$ cat src/rtl/core/led_pulse_pattern_driver_core_macros.svh
// Assertion macros for the LED pulse/pattern driver core.
// Used by the core modules; expects clk_i and rst_ni in the including scope.
`ifndef LED_PULSE_PATTERN_DRIVER_CORE_MACROS_SVH
`define LED_PULSE_PATTERN_DRIVER_CORE_MACROS_SVH

// Same-cycle implication.
`define LPD_ASSERT_NOW(lbl, ante, cons, msg) \
  lbl: assert property (@(posedge clk_i) disable iff (!rst_ni) (ante) |-> (cons)) \
    else $error(msg);

// Next-cycle implication.
`define LPD_ASSERT_NEXT(lbl, ante, cons, msg) \
  lbl: assert property (@(posedge clk_i) disable iff (!rst_ni) (ante) |=> (cons)) \
    else $error(msg);

`endif

$ cat src/rtl/core/lpd_pkg.sv
// Shared types, constants and helpers of the LED pulse/pattern driver core.
// No dependencies; used by every other file of the core but the assertion macros.
`default_nettype none

package lpd_pkg;

  localparam int unsigned TickMs       = 10;
  localparam int unsigned PatternDepth = 16;
  localparam int unsigned StoreAw      = $clog2(PatternDepth);
  localparam int unsigned CmpW         = 9;

  localparam int unsigned ReqW   = 3;
  localparam int unsigned IdxW   = 4;
  localparam int unsigned ByteW  = 8;
  localparam int unsigned ModeW  = 2;
  localparam int unsigned TimeW  = 16;
  localparam int unsigned ElapW  = 18;
  localparam int unsigned CfgAw  = 3;
  localparam int unsigned CfgDw  = 16;

  localparam logic [ByteW-1:0] EndMark    = 8'hFF;
  localparam logic [ElapW-1:0] ElapsedMax = '1;

  typedef enum logic [ReqW-1:0] {
    REQ_TICK      = 3'd0,
    REQ_SET       = 3'd1,
    REQ_TOGGLE    = 3'd2,
    REQ_PULSE     = 3'd3,
    REQ_PATTERN   = 3'd4,
    REQ_WRITE     = 3'd5
  } req_type_e;

  typedef enum logic [CfgAw-1:0] {
    CFG_ON_TIME      = 3'd0,
    CFG_OFF_TIME     = 3'd1,
    CFG_SAMPLE_TIME  = 3'd2,
    CFG_CYCLE_LIMIT  = 3'd3,
    CFG_REPEAT       = 3'd4,
    CFG_PLAY_MASK    = 3'd5
  } cfg_idx_e;

  // Run mode, one-hot.
  typedef enum logic [2:0] {
    MODE_MANUAL  = 3'b001,
    MODE_PULSE   = 3'b010,
    MODE_PATTERN = 3'b100
  } mode_e;

  localparam logic [ModeW-1:0] ModeCodeManual  = 2'd0;
  localparam logic [ModeW-1:0] ModeCodePulse   = 2'd1;
  localparam logic [ModeW-1:0] ModeCodePattern = 2'd2;

  typedef struct packed {
    logic [TimeW-1:0] on_time;
    logic [TimeW-1:0] off_time;
    logic [TimeW-1:0] sample_time;
    logic [TimeW-1:0] cycle_limit;
    logic             repeat_forever;
    logic [ByteW-1:0] play_mask;
  } cfg_t;

  typedef struct packed {
    logic               en;
    logic [StoreAw-1:0] addr;
    logic [ByteW-1:0]   data;
  } store_wr_t;

  typedef struct packed {
    logic [ByteW-1:0] cur;
    logic [ByteW-1:0] nxt;
  } store_rd_t;

  function automatic logic [ModeW-1:0] mode_code(mode_e m);
    logic [ModeW-1:0] c;
    case (m)
      MODE_PULSE:   c = ModeCodePulse;
      MODE_PATTERN: c = ModeCodePattern;
      default:      c = ModeCodeManual;
    endcase
    return c;
  endfunction

endpackage

`default_nettype wire

$ cat src/rtl/core/lpd_if.sv
// Valid/ready channel interfaces of the LED pulse/pattern driver core.
// Depends on lpd_pkg for field widths.
`default_nettype none

interface lpd_req_if;
  logic                       valid;
  logic                       ready;
  logic [lpd_pkg::ReqW-1:0]   req_type;
  logic                       level;
  logic [lpd_pkg::IdxW-1:0]   entry_index;
  logic [lpd_pkg::ByteW-1:0]  entry_value;

  modport source (output valid, req_type, level, entry_index, entry_value, input ready);
  modport sink   (input valid, req_type, level, entry_index, entry_value, output ready);
endinterface

interface lpd_res_if;
  logic                       valid;
  logic                       ready;
  logic                       led_level;
  logic [lpd_pkg::ModeW-1:0]  mode_now;

  modport source (output valid, led_level, mode_now, input ready);
  modport sink   (input valid, led_level, mode_now, output ready);
endinterface

interface lpd_cfg_if;
  logic                       valid;
  logic                       ready;
  logic [lpd_pkg::CfgAw-1:0]  index;
  logic [lpd_pkg::CfgDw-1:0]  data;

  modport source (output valid, index, data, input ready);
  modport sink   (input valid, index, data, output ready);
endinterface

`default_nettype wire

$ cat src/rtl/core/lpd_store.sv
// Pattern store: 1W2R memory with registered reads, valid bits and write forwarding.
// Depends on lpd_pkg and the core assertion macros.
`default_nettype none
`include "led_pulse_pattern_driver_core_macros.svh"

module lpd_store (
  input  logic                          clk_i,
  input  logic                          rst_ni,
  input  lpd_pkg::store_wr_t            wr_i,
  input  logic [lpd_pkg::StoreAw-1:0]   rd_addr_i,
  output lpd_pkg::store_rd_t            rd_o
);

  localparam logic [lpd_pkg::StoreAw-1:0] LastAddr =
    lpd_pkg::StoreAw'(lpd_pkg::PatternDepth - 1);

  logic [lpd_pkg::ByteW-1:0]   mem [lpd_pkg::PatternDepth];
  logic [lpd_pkg::PatternDepth-1:0] vld_q;
  logic [lpd_pkg::StoreAw-1:0] rd_addr_nxt;
  logic [lpd_pkg::ByteW-1:0]   cur_q, nxt_q;

  // The entry after the last one is never used; park that port on entry 0.
  assign rd_addr_nxt = (rd_addr_i == LastAddr) ? '0 : rd_addr_i + lpd_pkg::StoreAw'(1);

  always_ff @(posedge clk_i) begin
    if (wr_i.en) begin
      mem[wr_i.addr] <= wr_i.data;
    end
  end

  // Unwritten entries read as the end mark; a same-cycle write is forwarded.
  always_ff @(posedge clk_i or negedge rst_ni) begin
    if (!rst_ni) begin
      vld_q <= '0;
      cur_q <= lpd_pkg::EndMark;
      nxt_q <= lpd_pkg::EndMark;
    end else begin
      if (wr_i.en) begin
        vld_q[wr_i.addr] <= 1'b1;
      end
      if (wr_i.en && wr_i.addr == rd_addr_i) begin
        cur_q <= wr_i.data;
      end else if (vld_q[rd_addr_i]) begin
        cur_q <= mem[rd_addr_i];
      end else begin
        cur_q <= lpd_pkg::EndMark;
      end
      if (wr_i.en && wr_i.addr == rd_addr_nxt) begin
        nxt_q <= wr_i.data;
      end else if (vld_q[rd_addr_nxt]) begin
        nxt_q <= mem[rd_addr_nxt];
      end else begin
        nxt_q <= lpd_pkg::EndMark;
      end
    end
  end

  assign rd_o.cur = cur_q;
  assign rd_o.nxt = nxt_q;

  `LPD_ASSERT_NEXT(a_fwd_cur, wr_i.en && wr_i.addr == rd_addr_i, rd_o.cur == $past(wr_i.data), "store write not forwarded to current read")

endmodule

`default_nettype wire

$ cat src/rtl/core/lpd_ctrl.sv
// Control state of the driver: mode, LED, time and cycle counters, play index.
// Depends on lpd_pkg and the core assertion macros; drives lpd_store.
`default_nettype none
`include "led_pulse_pattern_driver_core_macros.svh"

module lpd_ctrl (
  input  logic                          clk_i,
  input  logic                          rst_ni,
  input  logic                          acc_i,
  input  logic [lpd_pkg::ReqW-1:0]      req_type_i,
  input  logic                          level_i,
  input  logic [lpd_pkg::IdxW-1:0]      entry_index_i,
  input  logic [lpd_pkg::ByteW-1:0]     entry_value_i,
  input  lpd_pkg::cfg_t                 cfg_i,
  input  lpd_pkg::store_rd_t            rd_i,
  output lpd_pkg::store_wr_t            wr_o,
  output logic [lpd_pkg::StoreAw-1:0]   rd_addr_o,
  output logic                          led_o,
  output logic [lpd_pkg::ModeW-1:0]     mode_o
);

  localparam logic [lpd_pkg::StoreAw-1:0] LastAddr =
    lpd_pkg::StoreAw'(lpd_pkg::PatternDepth - 1);

  lpd_pkg::mode_e                mode_q, mode_d;
  logic                          led_q, led_d;
  logic [lpd_pkg::ElapW-1:0]     el_q, el_d;
  logic [lpd_pkg::TimeW-1:0]     cd_q, cd_d;
  logic [lpd_pkg::StoreAw-1:0]   pi_q, pi_d;

  logic [lpd_pkg::ElapW:0]       el_sum;
  logic [lpd_pkg::ElapW-1:0]     el_adv;
  logic [lpd_pkg::TimeW:0]       on_off;
  logic [lpd_pkg::TimeW-1:0]     cd_inc;
  logic                          cyc_stop;
  logic                          nxt_last;

  assign el_sum   = {1'b0, el_q} + (lpd_pkg::ElapW + 1)'(lpd_pkg::TickMs);
  assign el_adv   = (el_sum > {1'b0, lpd_pkg::ElapsedMax}) ? lpd_pkg::ElapsedMax
                                                           : el_sum[lpd_pkg::ElapW-1:0];
  assign on_off   = {1'b0, cfg_i.on_time} + {1'b0, cfg_i.off_time};
  assign cd_inc   = (cd_q == '1) ? cd_q : cd_q + lpd_pkg::TimeW'(1);
  assign cyc_stop = !cfg_i.repeat_forever && (cd_inc >= cfg_i.cycle_limit);
  assign nxt_last = (pi_q == LastAddr);

  always_comb begin
    mode_d = mode_q;
    led_d  = led_q;
    el_d   = el_q;
    cd_d   = cd_q;
    pi_d   = pi_q;
    wr_o   = '0;
    if (acc_i) begin
      case (lpd_pkg::req_type_e'(req_type_i))
        lpd_pkg::REQ_TICK: begin
          case (mode_q)
            lpd_pkg::MODE_PULSE: begin
              led_d = (el_q < {2'b00, cfg_i.on_time});
              if (el_q >= {1'b0, on_off}) begin
                if (!cfg_i.repeat_forever) cd_d = cd_inc;
                if (cyc_stop) begin
                  led_d  = 1'b0;
                  mode_d = lpd_pkg::MODE_MANUAL;
                end else begin
                  el_d = '0;
                end
              end else begin
                el_d = el_adv;
              end
            end
            lpd_pkg::MODE_PATTERN: begin
              if (el_q == '0) led_d = |(rd_i.cur & cfg_i.play_mask);
              if (el_adv > {2'b00, cfg_i.sample_time}) begin
                el_d = '0;
                if (!nxt_last && rd_i.nxt != lpd_pkg::EndMark) begin
                  pi_d = pi_q + lpd_pkg::StoreAw'(1);
                end else begin
                  pi_d = '0;
                  if (!cfg_i.repeat_forever) cd_d = cd_inc;
                  if (cyc_stop) begin
                    led_d  = 1'b0;
                    mode_d = lpd_pkg::MODE_MANUAL;
                  end
                end
              end else begin
                el_d = el_adv;
              end
            end
            default: ;
          endcase
        end
        lpd_pkg::REQ_SET: begin
          led_d  = level_i;
          mode_d = lpd_pkg::MODE_MANUAL;
        end
        lpd_pkg::REQ_TOGGLE: begin
          led_d  = ~led_q;
          mode_d = lpd_pkg::MODE_MANUAL;
        end
        lpd_pkg::REQ_PULSE: begin
          el_d   = '0;
          cd_d   = '0;
          mode_d = lpd_pkg::MODE_PULSE;
        end
        lpd_pkg::REQ_PATTERN: begin
          el_d   = '0;
          cd_d   = '0;
          pi_d   = '0;
          mode_d = lpd_pkg::MODE_PATTERN;
        end
        lpd_pkg::REQ_WRITE: begin
          wr_o.en   = (lpd_pkg::CmpW'(entry_index_i) < lpd_pkg::CmpW'(lpd_pkg::PatternDepth));
          wr_o.addr = lpd_pkg::StoreAw'(entry_index_i);
          wr_o.data = entry_value_i;
        end
        default: ;
      endcase
    end
  end

  always_ff @(posedge clk_i or negedge rst_ni) begin
    if (!rst_ni) begin
      mode_q <= lpd_pkg::MODE_MANUAL;
      led_q  <= 1'b0;
      el_q   <= '0;
      cd_q   <= '0;
      pi_q   <= '0;
    end else begin
      mode_q <= mode_d;
      led_q  <= led_d;
      el_q   <= el_d;
      cd_q   <= cd_d;
      pi_q   <= pi_d;
    end
  end

  // Prefetch the entries for the next index so they are ready in the cycle after.
  assign rd_addr_o = pi_d;
  assign led_o     = led_q;
  assign mode_o    = lpd_pkg::mode_code(mode_q);

  `LPD_ASSERT_NEXT(a_pattern_start, acc_i && req_type_i == lpd_pkg::REQ_PATTERN, pi_q == '0 && el_q == '0 && mode_q == lpd_pkg::MODE_PATTERN, "pattern start did not clear play state")
  `LPD_ASSERT_NEXT(a_manual_tick, acc_i && req_type_i == lpd_pkg::REQ_TICK && mode_q == lpd_pkg::MODE_MANUAL, led_q == $past(led_q) && mode_q == lpd_pkg::MODE_MANUAL, "tick changed state in manual mode")

endmodule

`default_nettype wire

$ cat src/rtl/core/led_pulse_pattern_driver_core.sv
// LED pulse/pattern driver core: top level, handshake, output and config registers.
// Depends on lpd_pkg, lpd_if, lpd_store, lpd_ctrl and the core assertion macros.
//
//   channel  dir  payload                                        accepted when
//   req_i    in   req_type, level, entry_index, entry_value      valid && ready
//   res_o    out  led_level, mode_now                            valid && ready
//   cfg_i    in   index, data                                    valid && ready
//
// One request per cycle unless a result stalls; one result per request, the cycle after.
// The play-index read of the pattern store is prefetched, so a tick does not wait on it.
// A request is taken while the result register is empty or being drained.
// Reset clears the control state; the store reads as all end marks until written.
// The config channel is always ready.
`default_nettype none
`include "led_pulse_pattern_driver_core_macros.svh"

module led_pulse_pattern_driver_core (
  input  logic     clk_i,
  input  logic     rst_ni,
  lpd_req_if.sink  req_i,
  lpd_res_if.source res_o,
  lpd_cfg_if.sink  cfg_i
);

  lpd_pkg::cfg_t                 cfg_q;
  lpd_pkg::store_wr_t            wr;
  lpd_pkg::store_rd_t            rd;
  logic [lpd_pkg::StoreAw-1:0]   rd_addr;
  logic                          res_valid_q;
  logic                          acc;
  logic                          led;
  logic [lpd_pkg::ModeW-1:0]     mode;

  assign req_i.ready = !res_valid_q || res_o.ready;
  assign acc         = req_i.valid && req_i.ready;
  assign cfg_i.ready = 1'b1;

  always_ff @(posedge clk_i or negedge rst_ni) begin
    if (!rst_ni) begin
      res_valid_q <= 1'b0;
    end else if (acc) begin
      res_valid_q <= 1'b1;
    end else if (res_o.ready) begin
      res_valid_q <= 1'b0;
    end
  end

  always_ff @(posedge clk_i or negedge rst_ni) begin
    if (!rst_ni) begin
      cfg_q.on_time        <= '0;
      cfg_q.off_time       <= '0;
      cfg_q.sample_time    <= '0;
      cfg_q.cycle_limit    <= '0;
      cfg_q.repeat_forever <= 1'b0;
      cfg_q.play_mask      <= lpd_pkg::ByteW'(1);
    end else if (cfg_i.valid) begin
      case (lpd_pkg::cfg_idx_e'(cfg_i.index))
        lpd_pkg::CFG_ON_TIME:      cfg_q.on_time        <= cfg_i.data;
        lpd_pkg::CFG_OFF_TIME:     cfg_q.off_time       <= cfg_i.data;
        lpd_pkg::CFG_SAMPLE_TIME:  cfg_q.sample_time    <= cfg_i.data;
        lpd_pkg::CFG_CYCLE_LIMIT:  cfg_q.cycle_limit    <= cfg_i.data;
        lpd_pkg::CFG_REPEAT:       cfg_q.repeat_forever <= cfg_i.data[0];
        lpd_pkg::CFG_PLAY_MASK:    cfg_q.play_mask      <= cfg_i.data[lpd_pkg::ByteW-1:0];
        default: ;
      endcase
    end
  end

  lpd_ctrl u_ctrl (
    .clk_i         (clk_i),
    .rst_ni        (rst_ni),
    .acc_i         (acc),
    .req_type_i    (req_i.req_type),
    .level_i       (req_i.level),
    .entry_index_i (req_i.entry_index),
    .entry_value_i (req_i.entry_value),
    .cfg_i         (cfg_q),
    .rd_i          (rd),
    .wr_o          (wr),
    .rd_addr_o     (rd_addr),
    .led_o         (led),
    .mode_o        (mode)
  );

  lpd_store u_store (
    .clk_i     (clk_i),
    .rst_ni    (rst_ni),
    .wr_i      (wr),
    .rd_addr_i (rd_addr),
    .rd_o      (rd)
  );

  // State only moves on acceptance, which needs a free result slot, so it is the result.
  assign res_o.valid     = res_valid_q;
  assign res_o.led_level = led;
  assign res_o.mode_now  = mode;

  `LPD_ASSERT_NEXT(a_acc_gives_result, acc, res_o.valid, "accepted request produced no result")
  `LPD_ASSERT_NOW(a_no_overrun, res_valid_q && !res_o.ready, !acc, "request accepted over a pending result")

endmodule

`default_nettype wire
$ cat src/flat_wrapper.sv
// flat-port wrapper written by rule: the top's interface ports become plain ports
module led_pulse_pattern_driver_core_flat 
  (clk_i, rst_ni, req_i_valid, req_i_req_type, req_i_level, req_i_entry_index, req_i_entry_value, req_i_ready, res_o_valid, res_o_led_level, res_o_mode_now, res_o_ready, cfg_i_valid, cfg_i_index, cfg_i_data, cfg_i_ready);
  lpd_req_if req_i_i ();
  lpd_res_if res_o_i ();
  lpd_cfg_if cfg_i_i ();
  input  logic clk_i;
  input  logic rst_ni;
  input wire logic [$bits(req_i_i.valid)-1:0] req_i_valid;
  input wire logic [$bits(req_i_i.req_type)-1:0] req_i_req_type;
  input wire logic [$bits(req_i_i.level)-1:0] req_i_level;
  input wire logic [$bits(req_i_i.entry_index)-1:0] req_i_entry_index;
  input wire logic [$bits(req_i_i.entry_value)-1:0] req_i_entry_value;
  output wire logic [$bits(req_i_i.ready)-1:0] req_i_ready;
  output wire logic [$bits(res_o_i.valid)-1:0] res_o_valid;
  output wire logic [$bits(res_o_i.led_level)-1:0] res_o_led_level;
  output wire logic [$bits(res_o_i.mode_now)-1:0] res_o_mode_now;
  input wire logic [$bits(res_o_i.ready)-1:0] res_o_ready;
  input wire logic [$bits(cfg_i_i.valid)-1:0] cfg_i_valid;
  input wire logic [$bits(cfg_i_i.index)-1:0] cfg_i_index;
  input wire logic [$bits(cfg_i_i.data)-1:0] cfg_i_data;
  output wire logic [$bits(cfg_i_i.ready)-1:0] cfg_i_ready;
  assign req_i_i.valid = req_i_valid;
  assign req_i_i.req_type = req_i_req_type;
  assign req_i_i.level = req_i_level;
  assign req_i_i.entry_index = req_i_entry_index;
  assign req_i_i.entry_value = req_i_entry_value;
  assign req_i_ready = req_i_i.ready;
  assign res_o_valid = res_o_i.valid;
  assign res_o_led_level = res_o_i.led_level;
  assign res_o_mode_now = res_o_i.mode_now;
  assign res_o_i.ready = res_o_ready;
  assign cfg_i_i.valid = cfg_i_valid;
  assign cfg_i_i.index = cfg_i_index;
  assign cfg_i_i.data = cfg_i_data;
  assign cfg_i_ready = cfg_i_i.ready;
  led_pulse_pattern_driver_core u_core (.clk_i(clk_i), .rst_ni(rst_ni), .req_i(req_i_i), .res_o(res_o_i), .cfg_i(cfg_i_i));
endmodule
$ cat config.mk
export PLATFORM = sky130hd
export DESIGN_NAME = led_pulse_pattern_driver_core_flat
export DESIGN_NICKNAME = d
export VERILOG_FILES = /design/src/rtl/core/lpd_pkg.sv /design/src/rtl/core/lpd_if.sv /design/src/rtl/core/lpd_store.sv /design/src/rtl/core/lpd_ctrl.sv /design/src/rtl/core/led_pulse_pattern_driver_core.sv /design/src/flat_wrapper.sv
export VERILOG_INCLUDE_DIRS = /design/src /design/src/rtl/core
export SDC_FILE = /design/constraint.sdc
export NUM_CORES = 1
export LEC_CHECK = 0
export BUFFER_PORTS_ARGS = -buffer_cell sky130_fd_sc_hd__buf_2
export CAP_MARGIN = 20
export CORE_MARGIN = 2
export CORE_UTILIZATION = 45
export CTS_CLUSTER_DIAMETER = 60
export DETAILED_ROUTE_END_ITERATION = 10
export SLEW_MARGIN = 20
export SYNTH_ARGS = -nofsm -noshare
export SYNTH_HDL_FRONTEND = slang
export SYNTH_SLANG_ARGS = --single-unit
$ cat constraint.sdc
create_clock -name clk_i -period 6.85 [get_ports clk_i]
set_clock_uncertainty 0.2 [all_clocks]
set_input_delay 1.0275 -clock clk_i [delete_from_list [all_inputs] [get_ports clk_i]]
set_output_delay 1.0275 -clock clk_i [all_outputs]
set_load 0.005 [all_outputs]
==> metrics <==
status=finished, final reports clean; Mapped Area=16000 um2; post-synth net total=approximately 1600; Worst-Margin Slew=1.13 ns; final-report max-slew violation count=0; H-tree depth=2; Detailed Route WL=42700 um; Primary FF master, synth=dfrtp_1; synthesized area per cell=11.0 um2; Slew headroom=around 25%; total negative slack=0 ns; Post-synth EDFFs=128; worst endpoint required time=roughly 7.1 ns; Final nets=~1600; sequential element share of the synthesized area=47.2%; vias in the first global route=roughly 12000; Clock transition at path regs=roughly 0.060 ns; DRT Pass-1 Iters=6; Tot Pwr=about 5 mW; CTS max path bufs=3; Yosys warnings=0; DRT antenna net count=0; largest net degree at the start of global routing=100; IO buf count=44; Final Cell Area=between 15000 and 20000 um2; crit path time final=6.50 ns; Cells after Synth=between 1000 and 1500; via/cell ratio=5.84; flops & latches, synth=around 280; Area Growth Syn to Fin=12.8%; chip height=193 um; synth unique cells=around 90; number of hold buffers added after CTS=0; first-pass GRT wire length=roughly 66000 um; slowest CP cell=buf_4; dpl cell area=16800 um2; Final Hold Violating Endpoints=0; Crit. End Element=register; DR WL/cell=between 20 and 25 um; IO Pins=46; internal power=3.57 mW; CTS buffer count=36; worst stage delay on the critical path=0.69 ns; Worst-Skew Late Latency=0.54 ns; die area=37200 um2; min-delay worst type=reg -> reg; Vias=11700; VDD IR max=0.000206 V; Num Clock Sinks=276; LEAKAGE=7.58 nW; final setup fails=0; TritonCTS clock tree=done; Max Freq=154 MHz; pwr dens=282 nW/um2; commonest cells after routing, fill and taps aside=mux2i_1, nand2_1, dfrtp_1, edfxtp_1, ha_1; gr ovfl total=0; Cell Rows=between 60 and 70; critical path type=reg -> reg; commonest non-fill, non-tap cell in the layout=mux2i_1; GRT Overall Usage=23.3%; type of origin of the critical path=register; Final period util=94.8%; initial antenna violation count=0; switching share of power=around 30%; core footprint=35300 um2; combinational group share of total power=between 20% and 30%; root buffer cell=clkbuf_16; Final HPWL DP=29100 um; RSZ-0062 raised after global routing=false; Clock power frac=a little under two fifths; Switch Pwr=1.53 mW; sequential share of power=approximately 40%; FF-to-FF setup slack=0.35 ns; Async SR Flop Fraction=a little over half; critical-path maximum fanout=43; maxcap violations=0; critical path arrival=between 6 and 7 ns; DR iter-0 viols=approximately 900; die width=193 um; CP top delay family=compound AO/OA/AOI/OAI gates; ant diodes=0; share of cells above drive strength 1=18.4%; Starting Density=between 40% and 50%; Buffers & Inverters on Critical Path=3; GPL Wtd Cong=0.908; # DRC=0
-- registers in the layout, summed over array words and instances, names as in the netlist --
register              count
u_core.u_store.mem      128
u_core.cfg_q             73
u_core.u_ctrl.el_q       18
u_core.u_ctrl.cd_q       16
u_core.u_store.vld_q     16
u_core.u_store.cur_q      8
u_core.u_store.nxt_q      8
u_core.u_ctrl.pi_q        4
u_core.u_ctrl.mode_q      3
u_core.res_o.valid        1
u_core.u_ctrl.led_o       1
-- routing by layer --
metal  share of wire, %  wire [um]  up-vias  track usage [%]
met5                  0          0        -                0
met4                2.4       1010        0             6.55
met3                5.5       2360       73             3.64
met2                 48      20700      372             39.5
met1                 44      18700     5710             30.7
li1                   -          -     5503                -
-- stage by stage --
stage | worst slack (ns) | hold slack [ns] | instances | utilization, %
after floorplan | 0.314 | 0.256 | 1460 | -
after global placement | 0.268 | 0.285 | 1929 | 47.7
after detailed placement | 0.180 | 0.286 | 1929 | 47.7
after CTS | 0.145 | 0.304 | 1995 | 51.1
after global routing | 0.0196 | 0.320 | 1996 | 51.2
final | 0.355 | 0.303 | 1996 | 51.2
-- cell usage after synthesis, drive strengths merged, types with 9 or more instances --
master | instances | area [um2]
nand2b | 9 | 56.3
xnor2 | 24 | 210
mux2i | 160 | 1600
clkbuf | 37 | 139
a22o | 27 | 236
xor2 | 18 | 176
a32oi | 29 | 254
mux2 | 58 | 657
o31ai | 9 | 67.6
o21ai | 75 | 383
dfstp | 18 | 473
ha | 85 | 1060
a31oi | 17 | 106
edfxtp | 128 | 3840
nor3 | 31 | 160
nand4 | 18 | 128
dfrtp | 130 | 3250
nand2 | 155 | 589
a21o | 23 | 180
nor4 | 12 | 96.3
inv | 68 | 258
nor2 | 68 | 272
a21oi | 45 | 240
and2 | 14 | 87.6
nand3 | 31 | 155
nand3b | 11 | 82.6
buf | 34 | 188
or2 | 25 | 156
-- cells by family after synthesis --
group	synth area share, %
AO/OA/AOI/OAI	12.9
XOR/XNOR	2.41
adder cells (fa/ha/maj)	6.76
buffers and inverters	3.64
flip-flops	47.2
multiplexers	14.2
other	0.0234
AND/OR/NAND/NOR	12.8
-- path summary, 6_finish.rpt --
| path | depth (start not counted) | startpoint | to |
|---|---|---|---|
| worst max register to register | 25 | u_core.u_ctrl.el_q[2] | u_core.u_store.nxt_q[0] |
| min in group asynchronous | 1 | rst_ni | u_core.u_ctrl.cd_q[12] |
| worst min-delay path | 1 | u_core.u_store.vld_q[15] | u_core.u_store.vld_q[15] |
| max in group asynchronous | 2 | rst_ni | u_core.u_ctrl.el_q[1] |
| worst max-delay path | 25 | u_core.u_ctrl.el_q[2] | u_core.u_store.nxt_q[0] |
| worst min register to register | 1 | u_core.u_store.vld_q[15] | u_core.u_store.vld_q[15] |
-- what timing repair did --
action / CTS / global route
resized for setup: 0 / 11
setup buffers: 0 / 1
setup endpoints to repair: 0 / 16
-- power by group through the flow --
stage / clock network (mW) / registers (mW) / logic, mW
2_1_floorplan: 0 / 2.00 / 0.871
3_3_place_gp: 0 / 2.03 / 1.16
3_5_place_dp: 0 / 2.03 / 1.18
4_1_cts: 1.93 / 2.00 / 1.19
5_1_grt: 2.01 / 2.02 / 1.34
6_report: 1.90 / 2.00 / 1.19
-- cell type report --
cell class,instances,area [um2]
repair buffers,80,509
fillers,3102,17200
multi-input cells,1045,7980
flip-flops and latches,276,7570
inverters,68,258
well taps,461,577
clock buffers,48,1010
clock inverters,18,191
Note: power is estimated with default switching activity, not from simulation.
